[src/design/mid_pkg.sv]
// Shared constants, types and register codes for the integrate-and-dump decimator.
package mid_pkg;

  localparam int MAX_CHANNELS = 1024;
  localparam int MAX_FACTOR   = 1024;
  localparam int SAMPLE_BITS  = 16;

  localparam int POWER_BITS   = 16;
  localparam int SUM_BITS     = 26;
  localparam int CH_BITS      = 10;
  localparam int TC_BITS      = 10;
  localparam int REG_BITS     = 11;
  localparam int CFG_IDX_BITS = 4;

  localparam logic [SUM_BITS-1:0] SUM_MAX    = '1;
  localparam logic [REG_BITS-1:0] FACTOR_MIN = REG_BITS'(2);
  localparam logic [REG_BITS-1:0] FACTOR_LIM = REG_BITS'(MAX_FACTOR);
  localparam logic [REG_BITS-1:0] NCHAN_MIN  = REG_BITS'(1);
  localparam logic [REG_BITS-1:0] NCHAN_LIM  = REG_BITS'(MAX_CHANNELS);
  localparam logic [REG_BITS-1:0] DECIM_RST  = REG_BITS'(2);
  localparam logic [REG_BITS-1:0] NCHAN_RST  = REG_BITS'(1);

  typedef logic [CH_BITS-1:0]  chan_t;
  typedef logic [TC_BITS-1:0]  tcount_t;
  typedef logic [REG_BITS-1:0] reg_t;
  typedef logic [SUM_BITS-1:0] sum_t;

  typedef enum logic [CFG_IDX_BITS-1:0] {
    REG_DECIM = CFG_IDX_BITS'(0),
    REG_NCHAN = CFG_IDX_BITS'(1)
  } cfg_reg_t;

  // Per-request control handed from the sequencer to the accumulate stage.
  typedef struct packed {
    chan_t chan;
    logic  first;
    logic  emit;
    logic  last;
  } item_ctl_t;

endpackage

[src/design/mid_seq.sv]
// Configuration registers and channel/time position counters.
module mid_seq (
  input  logic                              clk,
  input  logic                              rst_n,
  input  logic                              cfg_valid,
  input  logic [mid_pkg::CFG_IDX_BITS-1:0]  cfg_index,
  input  logic [mid_pkg::REG_BITS-1:0]      cfg_data,
  input  logic                              in_accept,
  output mid_pkg::item_ctl_t                item_ctl
);

  mid_pkg::reg_t    decim_r, decim_nxt;
  mid_pkg::reg_t    nchan_r, nchan_nxt;
  mid_pkg::chan_t   chan_cnt_r, chan_cnt_nxt;
  mid_pkg::tcount_t time_cnt_r, time_cnt_nxt;

  mid_pkg::reg_t    eff_f;
  mid_pkg::reg_t    eff_n;
  mid_pkg::chan_t   chan_cur;
  mid_pkg::reg_t    chan_inc;
  mid_pkg::reg_t    time_inc;

  // Clamp register values to the supported range.
  always_comb begin
    eff_f = decim_r;
    if (decim_r < mid_pkg::FACTOR_MIN) eff_f = mid_pkg::FACTOR_MIN;
    if (decim_r > mid_pkg::FACTOR_LIM) eff_f = mid_pkg::FACTOR_LIM;
    eff_n = nchan_r;
    if (nchan_r < mid_pkg::NCHAN_MIN) eff_n = mid_pkg::NCHAN_MIN;
    if (nchan_r > mid_pkg::NCHAN_LIM) eff_n = mid_pkg::NCHAN_LIM;
  end

  always_comb begin
    chan_cur = (mid_pkg::REG_BITS'(chan_cnt_r) >= eff_n) ? '0 : chan_cnt_r;
    chan_inc = mid_pkg::REG_BITS'(chan_cur) + mid_pkg::REG_BITS'(1);
    time_inc = mid_pkg::REG_BITS'(time_cnt_r) + mid_pkg::REG_BITS'(1);

    item_ctl.chan  = chan_cur;
    item_ctl.first = (time_cnt_r == '0);
    item_ctl.emit  = (time_inc >= eff_f);
    item_ctl.last  = (chan_inc == eff_n);
  end

  always_comb begin
    decim_nxt    = decim_r;
    nchan_nxt    = nchan_r;
    chan_cnt_nxt = chan_cnt_r;
    time_cnt_nxt = time_cnt_r;
    if (cfg_valid) begin
      case (cfg_index)
        mid_pkg::REG_DECIM: begin
          decim_nxt    = cfg_data;
          chan_cnt_nxt = '0;
          time_cnt_nxt = '0;
        end
        mid_pkg::REG_NCHAN: begin
          nchan_nxt    = cfg_data;
          chan_cnt_nxt = '0;
          time_cnt_nxt = '0;
        end
        default: ;
      endcase
    end else if (in_accept) begin
      // Advance channel; wrap into the next time step of the group.
      if (chan_inc >= eff_n) begin
        chan_cnt_nxt = '0;
        time_cnt_nxt = (time_inc >= eff_f) ? '0 : time_inc[mid_pkg::TC_BITS-1:0];
      end else begin
        chan_cnt_nxt = chan_inc[mid_pkg::CH_BITS-1:0];
      end
    end
  end

  always_ff @(posedge clk) begin
    if (!rst_n) begin
      decim_r    <= mid_pkg::DECIM_RST;
      nchan_r    <= mid_pkg::NCHAN_RST;
      chan_cnt_r <= '0;
      time_cnt_r <= '0;
    end else begin
      decim_r    <= decim_nxt;
      nchan_r    <= nchan_nxt;
      chan_cnt_r <= chan_cnt_nxt;
      time_cnt_r <= time_cnt_nxt;
    end
  end

endmodule

[config.mk]
export PLATFORM = sky130hd
export DESIGN_NAME = mid_seq
export DESIGN_NICKNAME = d
export VERILOG_FILES = /design/src/design/mid_pkg.sv /design/src/design/mid_seq.sv
export SDC_FILE = /design/constraint.sdc
export NUM_CORES = 1
export LEC_CHECK = 0
export ABC_CLOCK_PERIOD_IN_PS = 12700
export BUFFER_PORTS_ARGS = -buffer_cell sky130_fd_sc_hd__clkbuf_2
export CORE_MARGIN = 1.5
export CORE_UTILIZATION = 25
export DETAILED_ROUTE_END_ITERATION = 16
export PLACE_DENSITY_LB_ADDON = 0.12
export SLEW_MARGIN = 20
export SYNTH_ARGS = -nofsm -noshare
export SYNTH_HDL_FRONTEND = slang
export SYNTH_SLANG_ARGS = --single-unit
[constraint.sdc]
create_clock -name clk -period 12.7 [get_ports clk]
set_input_delay 0.635 -clock clk [delete_from_list [all_inputs] [get_ports clk]]
set_output_delay 0.635 -clock clk [all_outputs]
set_load 0.01 [all_outputs]
# Yosys cells after proc, flatten, opt, wreduce, memory -nomap -nowiden
# Cells that the tools add are included.
# Widths: inputs -> output; s select.
dict set report word_totals {
  regBits 42
  in_bits 19
  out_inout_bits 13
}
dict set report classes {
  addsub 2
  n_lt_le_gt_ge 7
  eq_ne 3
  n_mux 13
  n_reduce_logical 9
}
# operator count
set ops {}
lappend ops {{$mux 10} 9}
lappend ops {{$mux 11} 4}
lappend ops {{$add 10x1->11 const B} 2}
lappend ops {{$ge 11x11->1} 2}
lappend ops {{$gt 11x11->1 const B} 2}
lappend ops {{$eq 11x11->1} 1}
lappend ops {{$ge 10x11->1} 1}
lappend ops {{$lt 11x1->1 const B} 1}
lappend ops {{$lt 11x2->1 const B} 1}
lappend ops {{$logic_not 10->1} 1}
lappend ops {{$reduce_and 2->1} 3}
lappend ops {{$eq 4x1->1 const B} 1}
lappend ops {{$logic_not 4->1} 1}
lappend ops {{$reduce_bool 2->1} 2}
lappend ops {{$reduce_and 3->1} 1}
lappend ops {{$ne 2x2->1 const B} 1}
lappend ops {{$reduce_or 2->1} 1}

# Logic depth before layout (Yosys ltp)
dict set report logic_depth {
  depth_word 10
  ltp_mapped 24
  ltp_nobuf 21
}

# Least setup slack after synthesis
# Ideal clock, no wire load.
dict set report synth_timing {
  path_type {flip-flop to flip-flop}
  from {register nchan_r[10]}
  to {register chan_cnt_r[7]}
  setup_time_ns 0.096
  arrival_ns 4.936
  t_required_ns 12.604
  path_slack_ns 7.669
  stages_incl_launch_ff 24
  synth_period_minus_slack_ns 5.031
  path_cell_list {dfxtp_1 > clkinv_1 > nand2_1 > ha_1 > a211oi_1 > o21ai_0 > a21oi_1 > a21boi_1 > clkbuf_1 > nor2b_1 > ha_1 > and3_1 > nand3_1 > or3_1 > a21oi_1 > ha_1 > nand4_1 > nand2_1 > a211o_1 > or2_0 > buf_6 > or3_4 > buf_6 > o41ai_2}
}
# element line_no
set synth_rtl {}
lappend synth_rtl {{start: declaration} mid_seq.sv:13} ;# mid_pkg::reg_t nchan_r, nchan_nxt;
lappend synth_rtl {{start signal: assignment} mid_seq.sv:77} ;# nchan_r <= mid_pkg::NCHAN_RST;
lappend synth_rtl {{start signal: assignment} mid_seq.sv:82} ;# nchan_r <= nchan_nxt;
lappend synth_rtl {{end signal: assignment} mid_seq.sv:83} ;# chan_cnt_r <= chan_cnt_nxt;
lappend synth_rtl {{end: declaration} mid_seq.sv:14} ;# mid_pkg::chan_t chan_cnt_r, chan_cnt_nxt;

# Final worst setup path
dict set report layout_timing {
  from {register nchan_r[10]}
  to {register chan_cnt_r[5]}
}
dict set report layout_via {
  elab_chain_cells 10
}
# element line_no
set layout_lines {}
lappend layout_lines {{$lt 11x1->1} mid_seq.sv:29} ;# if (nchan_r < mid_pkg::NCHAN_MIN) eff_n = mid_pkg::NCHAN_MIN;
lappend layout_lines {{$mux 11} mid_seq.sv:29}
lappend layout_lines {{$mux 11 (*)} mid_seq.sv:30} ;# if (nchan_r > mid_pkg::NCHAN_LIM) eff_n = mid_pkg::NCHAN_LIM;
lappend layout_lines {{$ge 10x11->1} mid_seq.sv:34} ;# chan_cur = (mid_pkg::REG_BITS'(chan_cnt_r) >= eff_n) ? '0 : chan_cnt_r;
lappend layout_lines {{$mux 10} mid_seq.sv:34}
lappend layout_lines {{$add 10x1->11} mid_seq.sv:35} ;# chan_inc = mid_pkg::REG_BITS'(chan_cur) + mid_pkg::REG_BITS'(1);
lappend layout_lines {{$ge 11x11->1} mid_seq.sv:65} ;# if (chan_inc >= eff_n) begin
lappend layout_lines {{$mux 10 (*)} mid_seq.sv:65}
lappend layout_lines {{$mux 10 (*)} mid_seq.sv:63} ;# end else if (in_accept) begin
lappend layout_lines {{$mux 10 (*)} mid_seq.sv:49} ;# if (cfg_valid) begin
# Mark *: on every way between the ends. The rest lies on a longest branch, timed or not. The select of a mux whose other input is x is not followed.
# A chain may end at the register's enable or synchronous reset.

==> impl_metrics.ini <==
[clock_network]
htree_levels = 2
cts.sinks = 42
cts_tree = built
ctsHoldBuffers = 0
cts_buffer_depth = 2
cts_resized = 0
cts_setup_buffers = 0
root_buffer = clkbuf_16
path_clk_slew_ns = 0.07
insertion_delay_ns = 0.30
numCtsBuffers = 5

[synthesis]
syn_area_per_cell_um2 = 8.32
ys.flop_type = dfxtp_1
synth_top_area_cell = dfxtp_1
synth_edf_count = 0
synthTopCellsByArea = dfxtp_1 27%, ha_1 14%, nand2_1 6.4%
synth_warnings = 0
syn_area_um2 = 3150
synth_cells = 379
synth_top_area_share_pct = 26.7
yosysUniqueCellTypes = 54
synth-async-reset-ratio_pct = 0
ys_seq_area_share_pct = 26.7
syn-num-nets = 433
synth-seq-cells = 42

[die]
num_io_pins = 32
fp.coreArea_um2 = 12200
row_count = 40
start_util_pct = 25.9
die_height_um = 115
die-area_um2 = 13300
die_x_um = 115

[drt]
wire_per_inst_um = 14.7
viasPerCell = 4.82
drtAntennaViolNets = 0
wl_met2_um = 3740
drtPass1Iterations = 4
routed-wl-met3_um = 213
drc_errors = 0
wl_um = 8400
dr.max_layer_used = met4
met1_length_um = 4320
drt-initial-drc-count = 161
vias = 2749

[timing]
tns_ns = 0
setup_viol = 0
worstMarginPinSlew_ns = 0.814
min_period_ns = 5.68
period_share_pct = 44.7
drv_slew = 0
hold_viol_final = 0
finClkSkew_ns = 0.0122
relSlewSlack_pct = 45.7
fmax_ghz = 0.176
rsz0062_at_grt = false

[placement]
io_buffer_count = 31
place_hpwl_um = 6600
placed_cell_area_um2 = 3420
gp_congestion = 0.800

[final_layout]
syn_to_final_growth_pct = 13.2
nFillCells = 1322
mostFrequentLayoutCells = 54 x nand2_1, 42 x dfxtp_1, 35 x nand3_1, 35 x ha_1, 31 x clkbuf_2
layout.cells.most_common = nand2_1
nNetsFinal = 455
stdcell_area_um2 = 3570
post-route-util_pct = 29.4
drive_gt1_share_pct = 15.2
insertedDiodeCount = 0

[power_and_ir_drop]
p_sw_mw = 0.0855
p_clk_share_pct = 45.6
p_leak_nw = 1.42
switching_share_pct = 28.0
p_seq_share_pct = 44.0
p_int_mw = 0.220
cellPowerDensity_nw_per_um2 = 85.6
pwr-share-comb_pct = 10.5
ir_worst_vdd_v = 0.0000434

[status]
status = complete, no violations

[global_route]
grt_overflow = 0
antenna_found_initial = 0
grt_use_total_pct = 13.6
grt_first_pass_wirelength_um = 14000
grt_max_degree = 37
grt_pass1_vias = 2645

[worst_setup_path]
cp.required_ns = 12.91
crit_arrival_ns = 5.89
worstPathMaxFanout = 25
cp-end-kind = register
critPathLaunchType = register
worstSetupPathType = reg2reg

[worst_hold_path]
hold_path_class = reg2reg

[job]
maxCapViolCount = 0
-- worst paths after layout --
path	from	end	slack (ns)	cells after the start
hold / removal	nchan_r[2]	nchan_r[2]	0.49	2
hold reg to reg	nchan_r[2]	nchan_r[2]	0.49	2
setup / recovery	nchan_r[10]	chan_cnt_r[5]	7.02	21
setup reg to reg	nchan_r[10]	chan_cnt_r[5]	7.02	21
-- worst max-delay path: stages, from the launching register on --
cell and delay, ns:
dfxtp_1 0.38, clkinv_1 0.23, nand2_1 0.18, ha_1 0.25, a211oi_1 0.28, o21ai_0 0.12
a21oi_1 0.25, a21boi_2 0.08, buf_4 0.23, nor2_1 0.26, ha_1 0.35, and3_1 0.23
nand3_1 0.22, or3_1 0.43, a21oi_1 0.18, ha_1 0.26, nand4_1 0.09, nand2_1 0.06
a211o_1 0.32, or2_0 0.45, or3_4 0.53, o31ai_1 0.22
-- power groups by stage --
stage / Sequential, mW / Combinational [mW] / Clock, mW
after detailed placement: 0.137 / 0.0330 / 0
after floorplan: 0.137 / 0.0222 / 0
after CTS: 0.134 / 0.0330 / 0.144
after global placement: 0.137 / 0.0328 / 0
final: 0.134 / 0.0321 / 0.139
after global routing: 0.135 / 0.0360 / 0.149
-- per-stage QoR --
stage	worst slack, ns	power, mW	instances	hold WS (ns)
finish	7.02	0.306	570	0.494
global route	6.58	0.320	570	0.526
CTS	6.97	0.311	570	0.500
detailed placement	6.99	0.170	562	0.489
global placement	7.13	0.170	562	0.481
floorplan	7.67	0.159	379	0.456
-- Yosys cell counts, types with 3 or more instances --
library cell  instances
a21boi_0             11
a21o_1                4
a21oi_1              11
a22o_1                8
and3_1                7
buf_6                 4
clkbuf_1             11
dfxtp_1              42
ha_1                 35
inv_1                 8
mux2i_1              10
nand2_1              54
nand2b_1              3
nand3_1              35
nand4_1               5
nor2_1               25
nor2b_1              21
nor3_1                3
nor4_1                5
o211ai_1              3
o21ai_0               7
o21bai_1              3
o31a_2                4
o31ai_2               4
o41ai_1               3
or3_1                 3
xnor2_1               7
xor2_1                8
-- cell families (layout without fill, tap and decap cells) --
group,Yosys count,in the layout,share of synthesized area [%]
buffers and inverters,29,52,5.24
xor gates and xnor gates,15,15,4.17
adders and majority gates,35,35,13.9
muxes,10,10,3.17
and+or+nand+nor,172,172,27.4
DFF,42,42,26.7
AOI/OAI and AO/OA,76,76,19.4
-- state kept, by name, indices dropped and copies added, names as in the netlist --
signal / flops
chan_cnt_r: 10
nchan_r: 11
decim_r: 11
time_cnt_r: 10
-- layout make-up --
| cell class | count | area, µm² | area share (%) |
|---|---|---|---|
| clock inverter | 3 | 26.3 | 0.736 |
| tap | 168 | 210 | 5.89 |
| timing repair buffer | 34 | 178 | 4.98 |
| sequential | 42 | 841 | 23.6 |
| inverter | 10 | 37.5 | 1.05 |
| clock buffer | 5 | 125 | 3.51 |
| multi-input combinational | 308 | 2150 | 60.3 |
-- routing by layer --
layer	vias up	global-route usage, %
met4	0	4.44
met5	-	0
met1	1287	18.9
met3	9	2.32
li1	1421	-
met2	32	21.5
No activity file was read; power rests on OpenSTA's default activity.
